## src/rtl/lcdws_pkg.sv

```systemverilog
// lcdws_pkg: shared types, codes and the microcode program of the LCD write sequencer
// no dependencies; imported by char_lcd_parallel_write_sequencer_core
`default_nettype none

package lcdws_pkg;

  localparam int ACT_W = 3;
  localparam logic [ACT_W-1:0] ACT_INIT   = 3'd0;
  localparam logic [ACT_W-1:0] ACT_CMD    = 3'd1;
  localparam logic [ACT_W-1:0] ACT_DATA   = 3'd2;
  localparam logic [ACT_W-1:0] ACT_CURSOR = 3'd3;
  localparam logic [ACT_W-1:0] ACT_CLEAR  = 3'd4;

  localparam int CFG_IDX_W  = 3;
  localparam int CFG_DATA_W = 10;
  localparam logic [CFG_IDX_W-1:0] REG_CLOCKS_PER_US = 3'd0;
  localparam logic [CFG_IDX_W-1:0] REG_SETUP_US      = 3'd1;
  localparam logic [CFG_IDX_W-1:0] REG_PULSE_US      = 3'd2;
  localparam logic [CFG_IDX_W-1:0] REG_EXEC_US       = 3'd3;
  localparam logic [CFG_IDX_W-1:0] REG_POWER_UP_MS   = 3'd4;

  localparam logic [9:0] CLOCKS_PER_US_RST = 10'd168;
  localparam logic [7:0] SETUP_US_RST      = 8'd2;
  localparam logic [7:0] PULSE_US_RST      = 8'd2;
  localparam logic [9:0] EXEC_US_RST       = 10'd50;
  localparam logic [5:0] POWER_UP_MS_RST   = 6'd50;

  localparam int HOLD_W = 16;

  // hold source of a step
  localparam logic [1:0] HS_SETUP = 2'd0;
  localparam logic [1:0] HS_PULSE = 2'd1;
  localparam logic [1:0] HS_EXEC  = 2'd2;
  localparam logic [1:0] HS_POWER = 2'd3;

  // extra execute wait of a step
  localparam logic [2:0] EX_NONE = 3'd0;
  localparam logic [2:0] EX_1000 = 3'd1;
  localparam logic [2:0] EX_2000 = 3'd2;
  localparam logic [2:0] EX_5000 = 3'd3;
  localparam logic [2:0] EX_REQ  = 3'd4;

  localparam int PC_W = 5;
  localparam logic [PC_W-1:0] PC_INIT = 5'd0;
  localparam logic [PC_W-1:0] PC_BYTE = 5'd22;
  localparam logic [PC_W-1:0] PC_MAX  = 5'd24;

  typedef struct packed {
    logic       bus_const;
    logic [7:0] bus;
    logic       en;
    logic [1:0] hold_sel;
    logic [2:0] extra_sel;
    logic       fin;
  } ctl_t;

  function automatic ctl_t mk(input logic bc, input logic [7:0] b, input logic e,
                              input logic [1:0] hs, input logic [2:0] ex,
                              input logic f);
    ctl_t c;
    c.bus_const = bc;
    c.bus       = b;
    c.en        = e;
    c.hold_sel  = hs;
    c.extra_sel = ex;
    c.fin       = f;
    return c;
  endfunction

  // microcode: init program at 0..21, shared byte write at 22..24
  function automatic ctl_t prog_rom(input logic [PC_W-1:0] pc);
    ctl_t c;
    case (pc)
      5'd0:  c = mk(1'b1, 8'h00, 1'b0, HS_POWER, EX_NONE, 1'b0);
      5'd1:  c = mk(1'b1, 8'h38, 1'b0, HS_SETUP, EX_NONE, 1'b0);
      5'd2:  c = mk(1'b1, 8'h38, 1'b1, HS_PULSE, EX_NONE, 1'b0);
      5'd3:  c = mk(1'b1, 8'h38, 1'b0, HS_EXEC,  EX_5000, 1'b0);
      5'd4:  c = mk(1'b1, 8'h38, 1'b0, HS_SETUP, EX_NONE, 1'b0);
      5'd5:  c = mk(1'b1, 8'h38, 1'b1, HS_PULSE, EX_NONE, 1'b0);
      5'd6:  c = mk(1'b1, 8'h38, 1'b0, HS_EXEC,  EX_1000, 1'b0);
      5'd7:  c = mk(1'b1, 8'h38, 1'b0, HS_SETUP, EX_NONE, 1'b0);
      5'd8:  c = mk(1'b1, 8'h38, 1'b1, HS_PULSE, EX_NONE, 1'b0);
      5'd9:  c = mk(1'b1, 8'h38, 1'b0, HS_EXEC,  EX_1000, 1'b0);
      5'd10: c = mk(1'b1, 8'h08, 1'b0, HS_SETUP, EX_NONE, 1'b0);
      5'd11: c = mk(1'b1, 8'h08, 1'b1, HS_PULSE, EX_NONE, 1'b0);
      5'd12: c = mk(1'b1, 8'h08, 1'b0, HS_EXEC,  EX_1000, 1'b0);
      5'd13: c = mk(1'b1, 8'h01, 1'b0, HS_SETUP, EX_NONE, 1'b0);
      5'd14: c = mk(1'b1, 8'h01, 1'b1, HS_PULSE, EX_NONE, 1'b0);
      5'd15: c = mk(1'b1, 8'h01, 1'b0, HS_EXEC,  EX_2000, 1'b0);
      5'd16: c = mk(1'b1, 8'h06, 1'b0, HS_SETUP, EX_NONE, 1'b0);
      5'd17: c = mk(1'b1, 8'h06, 1'b1, HS_PULSE, EX_NONE, 1'b0);
      5'd18: c = mk(1'b1, 8'h06, 1'b0, HS_EXEC,  EX_1000, 1'b0);
      5'd19: c = mk(1'b1, 8'h0C, 1'b0, HS_SETUP, EX_NONE, 1'b0);
      5'd20: c = mk(1'b1, 8'h0C, 1'b1, HS_PULSE, EX_NONE, 1'b0);
      5'd21: c = mk(1'b1, 8'h0C, 1'b0, HS_EXEC,  EX_1000, 1'b1);
      5'd22: c = mk(1'b0, 8'h00, 1'b0, HS_SETUP, EX_NONE, 1'b0);
      5'd23: c = mk(1'b0, 8'h00, 1'b1, HS_PULSE, EX_NONE, 1'b0);
      5'd24: c = mk(1'b0, 8'h00, 1'b0, HS_EXEC,  EX_REQ,  1'b1);
      default: c = mk(1'b1, 8'h00, 1'b0, HS_SETUP, EX_NONE, 1'b1);
    endcase
    return c;
  endfunction

endpackage

`default_nettype wire

```

## src/rtl/char_lcd_parallel_write_sequencer_core.sv

```systemverilog
// char_lcd_parallel_write_sequencer_core: 8-bit character LCD write sequencer,
// microcoded; each request is played out as timed pin segments. Uses lcdws_pkg.
//
//   channel | handshake              | payload
//   req     | req_valid / req_stall  | action, byte_value, line, column
//   seg     | seg_valid / seg_stall  | rs, rw, en, data_bus, hold_us, last
//   cfg     | cfg_valid / cfg_ready  | cfg_index, cfg_data
//
// one request at a time; each segment is presented and then held for
// hold_us microseconds by a microsecond prescaler and a hold counter,
// then the sequencer steps to the next segment, or back to idle after the last one
// seg_stall only delays the next segment load, hold timing starts at load
// rst (synchronous) resets control and config registers, not request/payload latches
`default_nettype none

module char_lcd_parallel_write_sequencer_core
  import lcdws_pkg::*;
(
  input  wire logic                  clk,
  input  wire logic                  rst,

  input  wire logic                  req_valid,
  output logic                       req_stall,
  input  wire logic [ACT_W-1:0]      action,
  input  wire logic [7:0]            byte_value,
  input  wire logic [1:0]            line,
  input  wire logic [4:0]            column,

  output logic                       seg_valid,
  input  wire logic                  seg_stall,
  output logic                       rs,
  output logic                       rw,
  output logic                       en,
  output logic [7:0]                 data_bus,
  output logic [HOLD_W-1:0]          hold_us,
  output logic                       last,

  input  wire logic                  cfg_valid,
  output logic                       cfg_ready,
  input  wire logic [CFG_IDX_W-1:0]  cfg_index,
  input  wire logic [CFG_DATA_W-1:0] cfg_data
);

  localparam logic [1:0] ST_IDLE = 2'd0;
  localparam logic [1:0] ST_EMIT = 2'd1;
  localparam logic [1:0] ST_WAIT = 2'd2;

  logic [1:0]        state;
  logic [PC_W-1:0]   pc;
  logic [HOLD_W-1:0] hold_cnt;
  logic [9:0]        us_cnt;

  logic [9:0] clocks_per_us;
  logic [7:0] setup_us;
  logic [7:0] pulse_us;
  logic [9:0] exec_us;
  logic [5:0] power_up_ms;

  logic       req_rs;
  logic [7:0] req_byte;
  logic [2:0] req_extra;

  ctl_t              ctl;
  logic [HOLD_W-1:0] extra_val;
  logic [HOLD_W-1:0] power_val;
  logic [HOLD_W-1:0] hold_val;
  logic [7:0]        bus_val;
  logic              req_fire;
  logic              seg_fire;
  logic              seg_load;
  logic              go;
  logic              dec_rs;
  logic [7:0]        dec_byte;
  logic [2:0]        dec_extra;
  logic [PC_W-1:0]   dec_pc;
  logic [2:0]        ex_sel;

  assign cfg_ready = 1'b1;
  assign req_stall = (state != ST_IDLE);
  assign req_fire  = req_valid && !req_stall;
  assign seg_fire  = seg_valid && !seg_stall;
  assign seg_load  = (state == ST_EMIT) && (!seg_valid || !seg_stall);
  assign rw        = 1'b0;

  assign ctl = prog_rom(pc);

  // request decode
  always_comb begin
    go        = 1'b1;
    dec_rs    = 1'b0;
    dec_byte  = byte_value;
    dec_extra = EX_NONE;
    dec_pc    = PC_BYTE;
    case (action)
      ACT_INIT: begin
        dec_pc = PC_INIT;
      end
      ACT_CMD: begin
        dec_rs = 1'b0;
      end
      ACT_DATA: begin
        dec_rs = 1'b1;
      end
      ACT_CURSOR: begin
        go       = (line <= 2'd1) && (column <= 5'd15);
        dec_byte = {1'b1, line[0], 2'b00, column[3:0]};
      end
      ACT_CLEAR: begin
        dec_byte  = 8'h01;
        dec_extra = EX_2000;
      end
      default: begin
        go = 1'b0;
      end
    endcase
  end

  // datapath for the current step
  assign ex_sel    = (ctl.extra_sel == EX_REQ) ? req_extra : ctl.extra_sel;
  // x * 1000 = x * 1024 - x * 16 - x * 8
  assign power_val = {power_up_ms, 10'b0} - {6'b0, power_up_ms, 4'b0}
                   - {7'b0, power_up_ms, 3'b0};
  assign bus_val   = ctl.bus_const ? ctl.bus : req_byte;

  always_comb begin
    case (ex_sel)
      EX_1000: extra_val = 16'd1000;
      EX_2000: extra_val = 16'd2000;
      EX_5000: extra_val = 16'd5000;
      default: extra_val = 16'd0;
    endcase
  end

  always_comb begin
    case (ctl.hold_sel)
      HS_SETUP: hold_val = {8'b0, setup_us};
      HS_PULSE: hold_val = {8'b0, pulse_us};
      HS_EXEC:  hold_val = {6'b0, exec_us} + extra_val;
      HS_POWER: hold_val = power_val;
      default:  hold_val = 16'd0;
    endcase
  end

  // configuration registers
  always_ff @(posedge clk) begin
    if (rst) begin
      clocks_per_us <= CLOCKS_PER_US_RST;
      setup_us      <= SETUP_US_RST;
      pulse_us      <= PULSE_US_RST;
      exec_us       <= EXEC_US_RST;
      power_up_ms   <= POWER_UP_MS_RST;
    end else if (cfg_valid && cfg_ready) begin
      case (cfg_index)
        REG_CLOCKS_PER_US: clocks_per_us <= cfg_data;
        REG_SETUP_US:      setup_us      <= cfg_data[7:0];
        REG_PULSE_US:      pulse_us      <= cfg_data[7:0];
        REG_EXEC_US:       exec_us       <= cfg_data;
        REG_POWER_UP_MS:   power_up_ms   <= cfg_data[5:0];
        default: ;
      endcase
    end
  end

  // sequencer control
  always_ff @(posedge clk) begin
    if (rst) begin
      state     <= ST_IDLE;
      pc        <= PC_INIT;
      seg_valid <= 1'b0;
      hold_cnt  <= '0;
      us_cnt    <= '0;
    end else begin
      if (seg_load) begin
        seg_valid <= 1'b1;
      end else if (seg_fire) begin
        seg_valid <= 1'b0;
      end
      case (state)
        ST_IDLE: begin
          if (req_fire && go) begin
            pc    <= dec_pc;
            state <= ST_EMIT;
          end
        end
        ST_EMIT: begin
          if (seg_load) begin
            hold_cnt <= hold_val;
            us_cnt   <= clocks_per_us - 10'd1;
            state    <= ST_WAIT;
          end
        end
        ST_WAIT: begin
          if (hold_cnt == '0) begin
            if (ctl.fin) begin
              state <= ST_IDLE;
            end else begin
              pc    <= pc + PC_W'(1);
              state <= ST_EMIT;
            end
          end else if (us_cnt == '0) begin
            us_cnt   <= clocks_per_us - 10'd1;
            hold_cnt <= hold_cnt - HOLD_W'(1);
          end else begin
            us_cnt <= us_cnt - 10'd1;
          end
        end
        default: begin
          state <= ST_IDLE;
        end
      endcase
    end
  end

  // request latch and segment payload
  always_ff @(posedge clk) begin
    if (req_fire) begin
      req_rs    <= dec_rs;
      req_byte  <= dec_byte;
      req_extra <= dec_extra;
    end
    if (seg_load) begin
      rs       <= ctl.bus_const ? 1'b0 : req_rs;
      en       <= ctl.en;
      data_bus <= bus_val;
      hold_us  <= hold_val;
      last     <= ctl.fin;
    end
  end

  a_seg_from_emit: assert property (@(posedge clk) disable iff (rst)
    $rose(seg_valid) |-> $past(state == ST_EMIT))
    else $error("segment appeared outside an emit step");

  a_pc_range: assert property (@(posedge clk) disable iff (rst)
    (state != ST_IDLE) |-> (pc <= PC_MAX))
    else $error("step counter beyond program");

  a_en_not_last: assert property (@(posedge clk) disable iff (rst)
    (seg_valid && en) |-> !last)
    else $error("enable-high segment flagged as last");

  a_hold_wait: assert property (@(posedge clk) disable iff (rst)
    (state == ST_WAIT && hold_cnt != '0) |=> (state == ST_WAIT))
    else $error("hold time cut short");

endmodule

`default_nettype wire
```

## config.mk

```make
export PLATFORM = sky130hd
export DESIGN_NAME = char_lcd_parallel_write_sequencer_core
export DESIGN_NICKNAME = d
export VERILOG_FILES = /design/src/rtl/lcdws_pkg.sv /design/src/rtl/char_lcd_parallel_write_sequencer_core.sv
export SDC_FILE = /design/constraint.sdc
export NUM_CORES = 1
export LEC_CHECK = 0
export BUFFER_PORTS_ARGS = -buffer_cell sky130_fd_sc_hd__buf_2
export CAP_MARGIN = 5
export CORE_ASPECT_RATIO = 0.6
export CORE_MARGIN = 2
export CORE_UTILIZATION = 50
export DETAILED_ROUTE_END_ITERATION = 10
export PLACE_DENSITY_LB_ADDON = 0.25
export SYNTH_ARGS = -nofsm -noshare
export SYNTH_HDL_FRONTEND = slang
export SYNTH_SLANG_ARGS = --single-unit
```

## constraint.sdc

```tcl
create_clock -name clk -period 4.4 [get_ports clk]
set_clock_uncertainty 0.2 [all_clocks]
set_input_delay 0.22 -clock clk [delete_from_list [all_inputs] [get_ports clk]]
set_output_delay 0.22 -clock clk [all_outputs]
set_load 0.05 [all_outputs]
```

Word level (Yosys, flattened, before mapping)
Memory sizes are Yosys's and may differ from the RTL's. A register that Yosys moved wholly into a read port is not among the register bits.
Cells that the tools add are included.
{ "totals": {"reg_bits": 115, "mem_bits_ro": 448, "in_bits": 36, "output_inout_bits": 31, "elab_cells": 110, "memories": 1} }
{ "mem_list": {"columns": ["name", "depth", "word_bits", "rd", "rd_ports_with_merged_regs", "wr", "line_no", "source"], "rows": [
  ["(name not given)", 32, 14, 1, 1, 0, "lcdws_pkg.sv:73", "case (pc)"]
]} }
{ "classes": {"addsub": 7, "order_cmp": 2, "n_eq_ne": 23, "muxes": 30, "reduce_logical": 29} }
{ "ops": {"columns": ["op", "count"], "rows": [
  ["$pmux 16 s4", 1],
  ["$mux 16", 3],
  ["$pmux 13 s3", 1],
  ["$pmux 16 s2", 1],
  ["$mux 10", 3],
  ["$mux 5", 6],
  ["$pmux 10 s2", 1],
  ["$sub 10x1->10 const B", 2],
  ["$eq 3x2->1 const B", 6],
  ["$add 10x16->16", 1],
  ["$logic_not 16->1", 1],
  ["$pmux 8 s2", 1],
  ["$sub 16x1->16 const B", 1],
  ["$sub 16x10->16", 1],
  ["$sub 16x9->16", 1],
  ["$ne 2x2->1 const B", 6],
  ["$logic_not 10->1", 1],
  ["$pmux 5 s2", 1],
  ["$reduce_and 2->1", 5],
  ["$eq 3x1->1 const B", 3],
  ["$eq 3x3->1 const B", 3],
  ["$mux 2", 4],
  ["$mux 8", 1],
  ["$reduce_and 4->1", 2],
  ["17 further kinds", 35]
]} }

Longest topological paths before layout
Gate-level depths: netlist of the first run.
{ "logic_depth": {"word_depth": 8, "ltp_mapped": 15, "mapped_depth_nobuf": 14} }

Worst setup path after synthesis of the first run
No wires, ideal clock.
{ "synth_timing": {"path_type": "reg2reg", "start": "register hold_cnt[0]", "end": "register ctl[5] (netlist name)", "arrival_ns": 3.091, "required_time_ns": 4.067, "path_slack_ns": 0.976, "path_stages_with_launch": 13, "path_buffers": 0, "path_cell_list": "dfxtp_1 -> inv_1 -> ha_1 -> or3b_2 -> or4_4 -> a211oi_2 -> mux2i_1 -> nor2_1 -> inv_1 -> ha_1 -> nor3_1 -> a221oi_1 -> o221ai_1"} }
{ "synth_via": {"elab_chain_len": 5} }
{ "synth_lines": {"columns": ["element", "line_no", "source"], "rows": [
  ["start, declared", "char_lcd_parallel_write_sequencer_core.sv:50", "logic [HOLD_W-1:0] hold_cnt;"],
  ["start signal, assigned", "char_lcd_parallel_write_sequencer_core.sv:187", "hold_cnt <= hold_val;"],
  ["start signal, assigned", "char_lcd_parallel_write_sequencer_core.sv:202", "hold_cnt <= hold_cnt - HOLD_W'(1);"],
  ["$logic_not 16->1", "char_lcd_parallel_write_sequencer_core.sv:193", "if (hold_cnt == '0) begin"],
  ["$ne 2x2->1 (no line)", null, null],
  ["$reduce_and 4->1 (no line)", null, null],
  ["$mux 5 (no line) (2 in series)", null, null]
]} }
Every way passes these cells.
A chain may end at the register's enable or synchronous reset.

Worst setup path after layout of the first run
{ "layout_timing": {"start": "register hold_cnt[0]", "end": "register ctl[5] (netlist name)"} }
{ "layout_via": {"elab_chain_len": 5} }
{ "layout_lines": {"columns": ["element", "line_no"], "rows": [
  ["$logic_not 16->1", "char_lcd_parallel_write_sequencer_core.sv:193"],
  ["$ne 2x2->1 (no line)", null],
  ["$reduce_and 4->1 (no line)", null],
  ["$mux 5 (no line) (2 in series)", null]
]} }
Every way passes these cells.

==> results of run 1 <==
-- cell type report --
class                           count  share of cell area (%)
Clock buffer                       21                   5.241
Clock inverter                     11                   1.683
Inverter                           38                   1.697
Multi-Input combinational cell    634                   46.62
Sequential cell                   126                   34.43
Tap cell                          192                   2.859
Timing Repair Buffer               97                   7.475
-- critical path: cells and delay by family (launching register included) --
| family | cells | cell delay [ps] |
|---|---|---|
| compound gates | 3 | 800 |
| flops | 1 | 350 |
| mux | 1 | 150 |
| buf+inv | 3 | 400 |
| simple gates | 3 | 1350 |
| fa+ha+maj | 2 | 510 |
-- state kept, by name, indices dropped and copies added (netlist names), 10 cells and up --
name	count
exec_us	10
ctl	13
us_cnt	10
hold_cnt	16
hold_us	16
clocks_per_us	10
-- kinds of logic (layout without fill, tap and decap cells) --
kind of cell / after synthesis / in the layout
AOI/OAI and AO/OA: 199 / 199
xor gates and xnor gates: 25 / 25
adders and majority gates: 36 / 36
buffers and inverters: 82 / 167
DFF: 126 / 126
muxes: 23 / 23
other: 2 / 2
and+or+nand+nor: 349 / 349
-- worst paths after layout --
| path | startpoint | endpoint | slack [ps] | depth (start not counted) |
|---|---|---|---|---|
| worst max-delay path | hold_cnt[0]$_SDFFE_PP0P_ | ctl[5]$_DFF_P_ | 500 | 12 |
| worst max register to register | hold_cnt[0]$_SDFFE_PP0P_ | ctl[5]$_DFF_P_ | 500 | 12 |
| worst min-delay path | column[2] | req_byte[2]$_DFFE_PP_ | 20 | 3 |
| worst min register to register | ctl[6]$_DFF_P_ | en$_DFFE_PP_ | 220 | 0 |
-- metal layers --
metal	vias up	global-route usage, %	wire length (µm)	share of wire, %
li1	3127	-	-	-
met1	3016	41.36	9867	52
met2	250	34.35	7516	39
met3	16	4.996	1575	8.2
met4	0	6.156	174	0.91
met5	-	0	0	0
-- synth_stat cells, types with 4 or more instances --
| cell | number | share of area (%) |
|---|---|---|
| a2bb2oi_1 | 5 | 0.61 |
| or4_1 | 5 | 0.53 |
| nand3b_1 | 17 | 1.8 |
| xnor2_1 | 16 | 2.0 |
| o22ai_1 | 7 | 0.61 |
| a22oi_1 | 5 | 0.53 |
| or3_1 | 6 | 0.53 |
| edfxtp_1 | 37 | 16 |
| nand2b_1 | 16 | 1.4 |
| nor2b_1 | 14 | 1.2 |
| o21ai_0 | 39 | 2.7 |
| o21a_1 | 6 | 0.63 |
| nand3_1 | 17 | 1.2 |
| a21o_1 | 6 | 0.63 |
| a211oi_1 | 7 | 0.74 |
| a311oi_1 | 4 | 0.49 |
| nor4_1 | 7 | 0.61 |
| inv_1 | 35 | 1.8 |
| clkbuf_1 | 35 | 1.8 |
| mux2i_1 | 14 | 2.0 |
| nor3_1 | 21 | 1.5 |
| nor2_1 | 71 | 3.7 |
| ha_1 | 35 | 6.1 |
| a31oi_1 | 8 | 0.70 |
| dfxtp_1 | 89 | 25 |
| mux2_2 | 6 | 0.95 |
| a32oi_1 | 4 | 0.49 |
| a21oi_1 | 74 | 5.2 |
| o211ai_1 | 5 | 0.53 |
| nand2_1 | 148 | 7.8 |
| xor2_1 | 9 | 1.1 |
| and2_1 | 6 | 0.53 |
-- where the power goes --
group | internal [mW] | switching, mW
Combinational | 0.795 | 1.59
Clock | 0.888 | 0.520
Sequential | 1.49 | 0.203
-- stage by stage --
stage	worst slack, ps	instance area, µm²
3_3_place_gp	706.3	7581
4_1_cts	526.1	8403
5_1_grt	200.5	8403
6_report	499.7	8403
2_1_floorplan	975.6	7122
3_5_place_dp	623.5	7581
-- placed cells by master (no fill, tap or decap), types with 14 or more instances in the layout --
| cell type | Yosys | layout |
|---|---|---|
| inv_1 | 35 | 35 |
| nor2_1 | 71 | 71 |
| clkbuf_16 | 0 | 17 |
| dlygate4sd3_1 | 0 | 24 |
| ha_1 | 35 | 35 |
| nor2b_1 | 14 | 14 |
| nand3_1 | 17 | 17 |
| mux2i_1 | 14 | 14 |
| o21ai_0 | 39 | 39 |
| buf_2 | 3 | 64 |
| a21oi_1 | 74 | 74 |
| nand2b_1 | 16 | 16 |
| nor3_1 | 21 | 21 |
| edfxtp_1 | 37 | 37 |
| dfxtp_1 | 89 | 89 |
| nand2_1 | 148 | 148 |
| nand3b_1 | 17 | 17 |
| xnor2_1 | 16 | 16 |
==> results.json, run 1 <==
{
  "status": "finished clean",
  "stdcell_count": 1119,
  "max_stage_delay_ps": 560,
  "drc": 0,
  "arrival_ps": 3980,
  "final_core_util_pct": 60.93,
  "setup_tns_ps": 0,
  "synth_edf_count": 37,
  "finalSetupViolations": 0,
  "finish.net_count": 986,
  "cpMaxStageDelayCell": "or4_4",
  "cts_resized": 0,
  "start_util_pct": 51.64,
  "cp_max_fo": 7,
  "slew_headroom_pct": 29.20,
  "ant_nets": 0,
  "hold_buffers": 24,
  "core_area_um2": 13790,
  "vias_per_cell": 5.727,
  "worstMarginPinSlew_ps": 1059,
  "rsz0062_at_grt": "no",
  "wl_um": 19130,
  "clk_latency_ps": 410,
  "synth_cell_type_count": 72,
  "synth_area_um2": 7122,
  "register_area_um2": 2893,
  "hold_violations": 0,
  "place_congestion": 0.8874,
  "grt_max_degree": 58,
  "min_period_ps": 3900,
  "cts_sinks": 126,
  "timing.hold.ws_ps": 16.13,
  "synth_compound_area_share_pct": 17.80,
  "multi_input_comb_area_um2": 3918,
  "crit_path_end_kind": "flop",
  "drtPass1Iterations": 5,
  "peakVddDrop_mv": 0.3137,
  "cp-start-kind": "flop",
  "synth_warnings": 0,
  "netlist_instances": 842,
  "htreeDepth": 4,
  "drv_slew": 0,
  "grt_pass1_vias": 5516,
  "drt-initial-drc-count": 608,
  "ys_seq_elements": 126,
  "antenna_found_initial": 0,
  "synth_xor_area_share_pct": 3.074,
  "synth_mux_area_share_pct": 3.865,
  "fill_cells": 1243,
  "p_total_mw": 5.490,
  "grt-ovfl-total": 0,
  "synthAdderAreaFrac_pct": 6.430,
  "worstPathRequired_ps": 4480,
  "wl_per_cell_um": 17.10,
  "synth_ff_type": "dfxtp_1",
  "cts_root_buffer": "clkbuf_16",
  "finalCritPeriodShare_pct": 88.64,
  "post-cts-setup-buffer-count": 0,
  "synth_simple_gate_area_share_pct": 23.58,
  "syn_area_per_cell_um2": 8.458,
  "worstHoldPathType": "input pin to flop",
  "syn-num-nets": 914,
  "numPortBuffers": 64,
  "clkTransAtPathRegs_ps": 50,
  "pin_count": 67,
  "dp_hpwl_um": 13270,
  "dp_cells": 1063,
  "grt_usage_pct": 25.67,
  "cts_tree": "built",
  "cts_buffers": 17,
  "synth_top_family_by_area": "simple AND/OR/NAND/NOR gates",
  "path_class": "flop to flop",
  "dieArea_um2": 15250,
  "area_growth_pct": 17.99,
  "path_cells": "inv_1, ha_1, or3b_2, or4_4, a211oi_2, mux2i_1, buf_4, nor2_1, inv_1, ha_1, a221oi_1, o221ai_1",
  "cts_buffer_depth": 2,
  "core.rowCount": 33,
  "antenna_cells": 0,
  "fmax_ghz": 0.2564,
  "die_h_um": 96.45,
  "layout-drive-gt1-share_pct": 14.02,
  "p_per_area_nw_per_um2": 653.4,
  "async_reset_ff_share_pct": 0,
  "drv_cap": 0,
  "leakage_nw": 3.335,
  "grt_pass1_wl_um": 29750,
  "yosysSeqAreaShare_pct": 40.62,
  "num_vias": 6409,
  "die_w_um": 158.1
}
Note: power is estimated with default switching activity, not from simulation.
==> inputs of run 2 (changes only) <==
ABC_AREA = 1   (was default)
==> run 2 against run 1 <==
Against the previous run:
- non-clock buffer count decreased by 3
- sequential cell count is the same
- synthesized area about the same
- via count rose by 1.6%
- setup slack improved by 760 ps
- register-to-register slack improved by 760 ps
- critical path depth grew 4
- global-route usage decreased by 0.37 points
- final cell count up 11%
- clock power fell by 4%
- highest routed layer unchanged
==> results.json, run 2 <==
{
  "status": "finished clean",
  "grt_max_degree": 68,
  "r2r_start": "state[0]$_SDFFE_PP0P_",
  "drv_slew": 0,
  "hold_violations": 0,
  "setup_ws_ps": 1264,
  "dieArea_um2": 15240,
  "cts_sinks": 126,
  "async_reset_ff_share_pct": 0,
  "seqPwrFrac_pct": 30.4,
  "worstMarginPinSlew_ps": 683.7,
  "synth_area_um2": 7119,
  "cts_buffer_depth": 2,
  "hold_depth": 2,
  "syn_area_per_cell_um2": 7.510,
  "r2r_slack_ps": 1260,
  "cts_tree": "built",
  "cts_resized": 0,
  "slew_headroom_pct": 54.42,
  "final_core_util_pct": 60.91,
  "wl_per_cell_um": 14.92,
  "antenna_cells": 0,
  "post-cts-setup-buffer-count": 0,
  "hp-start": "rst",
  "vias_per_cell": 5.242,
  "die_w_um": 158.1,
  "final_cell_mix": "nand2_1, inv_1, nor2_1, dfxtp_1, o21ai_0",
  "finish.net_count": 1109,
  "numPortBuffers": 64,
  "p_comb_share_pct": 45.8,
  "grt_pass1_vias": 5740,
  "clk_latency_ps": 420,
  "clkTransAtPathRegs_ps": 60,
  "fill_cells": 1217,
  "core_area_um2": 13790,
  "cts_buffers": 17,
  "drtPass1Iterations": 7,
  "core.rowCount": 33,
  "synth_cell_type_count": 50,
  "place_congestion": 0.9711,
  "p_per_area_nw_per_um2": 682.3,
  "drv_cap": 0,
  "synthMostInstantiatedCell": "nand2_1",
  "synth_top_area_share_pct": 25.03,
  "synth_warnings": 0,
  "ys_seq_elements": 126,
  "grt-ovfl-total": 0,
  "dp_hpwl_um": 13120,
  "intPower_mw": 3.127,
  "layout_commonest_cell": "nand2_1",
  "startpoint": "state[0]$_SDFFE_PP0P_",
  "setup_tns_ps": 0,
  "netSwitchingFraction_pct": 45.44,
  "synth_top_area_cell": "dfxtp_1",
  "peakVddDrop_mv": 0.3346,
  "finalCritPeriodShare_pct": 71.28,
  "arrival_ps": 3250,
  "start_util_pct": 51.62,
  "ant_nets": 0,
  "hold_buffers": 26,
  "crit_path_end_kind": "flop",
  "finalSetupViolations": 0,
  "min_to": "us_cnt[2]$_SDFFE_PP0P_",
  "synth_common_cells": "nand2_1, inv_1, nor2_1",
  "cts_root_buffer": "clkbuf_16",
  "pin_count": 67,
  "num_vias": 6510,
  "reg2regPathDepth": 16,
  "wl_um": 18530,
  "syn-num-nets": 1020,
  "grt_pass1_wl_um": 29660,
  "grt_usage_pct": 25.30,
  "fmax_ghz": 0.3188,
  "synth_edf_count": 37,
  "netlist_instances": 948,
  "place_ws_ps": 1298,
  "worstPathRequired_ps": 4510,
  "antenna_found_initial": 0,
  "cp-start-kind": "flop",
  "drc": 0,
  "synth_ff_type": "dfxtp_1",
  "rsz0062_at_grt": "no",
  "worstHoldPathType": "input pin to flop",
  "drt-initial-drc-count": 518,
  "r2r_end": "ctl[5]$_DFF_P_",
  "min_period_ps": 3136,
  "yosysSeqAreaShare_pct": 40.63,
  "layout-drive-gt1-share_pct": 13.24,
  "htreeDepth": 4,
  "power_frac_clock_pct": 23.8,
  "p_switching_mw": 2.604,
  "synth.area.top_cells": "dfxtp_1, edfxtp_1, nand2_1",
  "path_class": "flop to flop",
  "leakage_nw": 3.897,
  "die_h_um": 96.43,
  "cp_max_fo": 19,
  "area_growth_pct": 17.98
}
==> run 2: worst max path at each step <==
stage	end	slack, ps	depth (start not counted)
after global placement	ctl[5]$_DFF_P_	1410	16
after global routing	ctl[5]$_DFF_P_	970	16
final	ctl[5]$_DFF_P_	1260	16
after detailed placement	ctl[5]$_DFF_P_	1300	16
after CTS	ctl[5]$_DFF_P_	1280	16
after floorplan	ctl[5]$_DFF_P_	1750	14
==> run 2: cell families after synthesis <==
kind of cell               Yosys count  synth area share [%]
AOI/OAI and AO/OA                  185                 14.31
xor gates and xnor gates            21                 2.584
adders and majority gates           36                 6.432
buffers and inverters              145                 8.594
DFF                                126                 40.63
muxes                                4                0.6326
other                                2                0.1055
and+or+nand+nor                    429                 26.71
==> run 2: metal layers <==
layer	track usage, %	up-vias	share of wire, %
met2	34.35	210	39
met3	4.639	17	6.8
met1	40.36	2961	53
met4	6.381	0	1.0
met5	0	-	0
li1	-	3322	-
==> run 2: worst max-delay path, stage by stage, from the launching register on <==
cell     delay, ps
dfxtp_1        320
inv_1          120
ha_1           160
buf_4          260
inv_4          120
or2_4          260
o21ai_4         90
nand3_4        150
nor2_1         120
a21oi_1         80
nor2_1         300
inv_1          140
ha_1           260
nand3_1        170
nand2_2         80
a21oi_1        140
nand2_1         50
==> run 2: final cells by class <==
cell class | count | area [µm²] | area share [%]
clock buffer | 20 | 478.0 | 5.690
clock inverter | 12 | 97.59 | 1.162
inverter | 121 | 461.7 | 5.497
multi-input combinational | 677 | 3618 | 43.08
sequential | 126 | 2893 | 34.44
tap | 192 | 240.2 | 2.860
timing repair buffer | 94 | 610.6 | 7.269
==> run 2: metrics by stage <==
| stage | total power [mW] | std cells | area, µm² | hold slack, ps |
|---|---|---|---|---|
| 2_1_floorplan | 3.784 | 948 | 7119 | 92.99 |
| 3_5_place_dp | 4.307 | 1184 | 7564 | 199.0 |
| 6_report | 5.731 | 1242 | 8399 | 18.26 |
| 3_3_place_gp | 4.285 | 1184 | 7564 | 195.2 |
| 5_1_grt | 6.136 | 1242 | 8399 | 25.77 |
| 4_1_cts | 5.712 | 1242 | 8399 | 9.258 |
==> run 2: power groups by stage <==
stage | logic, mW | clock network, mW | registers, mW
after global placement | 2.53 | 0 | 1.76
final | 2.63 | 1.36 | 1.74
after floorplan | 1.73 | 0 | 2.06
after detailed placement | 2.55 | 0 | 1.76
after global routing | 2.93 | 1.43 | 1.78
after CTS | 2.60 | 1.37 | 1.74
==> inputs of run 3 (changes only) <==
clock period = 2.8 ns   (was 4.4 ns; I/O delays follow)
==> run 3 against run 2 <==
Against the previous run:
- setup slack got worse by 1100 ps
- hold slack improved by 19 ps
- count of clock-buffer cells in the layout grew 1
- non-clock buffer count is 25 higher
- combinational power is 65% higher
- core utilization increased by 2.1 points
- via count is 2.2% higher
- largest power group unchanged
==> results.json, run 3 (synthesized netlist as in run 2, its figures left out) <==
{
  "status": "finished clean",
  "cp_max_fo": 5,
  "p_switching_mw": 4.124,
  "hold_violations": 0,
  "clkTransAtPathRegs_ps": 60,
  "antenna_found_initial": 0,
  "min_period_ps": 2637,
  "drc": 0,
  "worstHoldPathType": "input pin to flop",
  "cts_buffers": 17,
  "finalSetupViolations": 0,
  "grt_usage_pct": 25.49,
  "wl_per_cell_um": 14.74,
  "grt_pass1_wl_um": 29810,
  "vias_per_cell": 5.250,
  "htreeDepth": 4,
  "finish.net_count": 1134,
  "num_vias": 6652,
  "slew_headroom_pct": 58.35,
  "path_class": "flop to flop",
  "layout-drive-gt1-share_pct": 15.81,
  "place_ws_ps": -28.43,
  "worstMarginPinSlew_ps": 622.5,
  "cts_tree": "built",
  "seqPwrFrac_pct": 29.6,
  "peakVddDrop_mv": 0.4886,
  "cts_buffer_depth": 2,
  "place_congestion": 0.9481,
  "worstPathRequired_ps": 2900,
  "drv_cap": 0,
  "p_per_area_nw_per_um2": 1064,
  "clk_latency_ps": 420,
  "area_growth_pct": 21.97,
  "critPathBufInv": 1,
  "dieArea_um2": 15240,
  "core_area_um2": 13790,
  "timing.hold.ws_ps": 37.06,
  "layout_commonest_cell": "nand2_1",
  "cts_sinks": 126,
  "crit_path_end_kind": "flop",
  "leakage_nw": 4.016,
  "antenna_cells": 0,
  "fmax_ghz": 0.3792,
  "die_h_um": 96.43,
  "netSwitchingFraction_pct": 44.62,
  "grt_max_degree": 46,
  "drv_slew": 0,
  "r2r_start": "power_up_ms[4]$_SDFFE_PP1P_",
  "grt_pass1_vias": 5808,
  "cp-start-kind": "flop",
  "grt-ovfl-total": 0,
  "hp-start": "cfg_valid",
  "fill_cells": 1242,
  "final_cell_mix": "nand2_1, nor2_1, inv_1, dfxtp_1, o21ai_0",
  "cts_root_buffer": "clkbuf_16",
  "pin_count": 67,
  "intPower_mw": 5.119,
  "wl_um": 18680,
  "core.rowCount": 33,
  "cpMaxStageDelayCell": "ha_1",
  "startpoint": "power_up_ms[4]$_SDFFE_PP1P_",
  "setup_tns_ps": 0,
  "p_comb_share_pct": 47.1,
  "power_frac_clock_pct": 23.3,
  "crit_family": "simple AND/OR/NAND/NOR gates",
  "max_stage_delay_ps": 370,
  "arrival_ps": 2730,
  "finalCritPeriodShare_pct": 94.19,
  "die_w_um": 158.1,
  "dp_hpwl_um": 13500,
  "setup_ws_ps": 162.8,
  "drt-initial-drc-count": 823,
  "start_util_pct": 51.62,
  "ant_nets": 0,
  "rsz0062_at_grt": "yes",
  "path_cells": "inv_1, ha_1, ha_1, nand2_1, nor2_1, nand3_1, nand3_1, nand2_1, nand3_1, nand2_1, o21ai_0, a21oi_1",
  "numPortBuffers": 64,
  "drtPass1Iterations": 5
}
[run 3: worst paths after layout]
check                           depth (start not counted)  slack (ps)                   endpoint
worst min register to register                          0         210               en$_DFFE_PP_
worst min-delay path                                    7          40   setup_us[1]$_SDFFE_PP1P_
worst max register to register                         12         160  hold_cnt[11]$_SDFFE_PP0P_
worst max-delay path                                   12         160  hold_cnt[11]$_SDFFE_PP0P_
[run 3: through the flow]
step / util, % / instance area (µm²) / power, mW / instances
2_1_floorplan: - / 7119 / 5.946 / 948
3_3_place_gp: 55.81 / 7696 / 6.856 / 1200
3_5_place_dp: 55.81 / 7696 / 6.910 / 1200
4_1_cts: 62.48 / 8616 / 9.142 / 1266
5_1_grt: 62.97 / 8683 / 9.904 / 1267
6_report: 62.97 / 8683 / 9.243 / 1267
[run 3: routing by layer]
metal  share of wire [%]  vias up  GRT usage, %
met5                   0        -             0
met4                0.92        0         6.231
met3                 8.2       18         6.289
met2                  39      237         34.31
met1                  52     3024         39.96
li1                    -     3373             -
[run 3: final cells by class]
cell class              instances  area [µm²]  share of cell area, %
clock buffers                  21       504.2                  5.807
clock inverters                11       75.07                 0.8646
flip-flops and latches        126        2894                  33.33
repair buffers                119       830.8                  9.568
multi-input cells             677        3677                  42.35
well taps                     192       240.2                  2.767
inverters                     121       461.7                  5.317
[run 3: repair_timing]
item	4_1_cts	5_1_grt
hold endpoints to repair	64	0
resized for setup	2	19
hold buffers	34	0
pin swaps	0	1
setup endpoints to repair	2	17
setup buffers	0	1
[run 3: power by group through the flow]
stage	clock, mW	sequential (mW)	combinational (mW)
floorplan	0	3.23	2.71
global placement	0	2.76	4.10
detailed placement	0	2.76	4.15
CTS	2.18	2.73	4.23
global route	2.27	2.79	4.85
finish	2.15	2.74	4.35
[run 3: worst min-delay path: cells and delay by family]
family                 cells  cell delay, ps
buffers and inverters      3             200
and+or+nand+nor            4             260
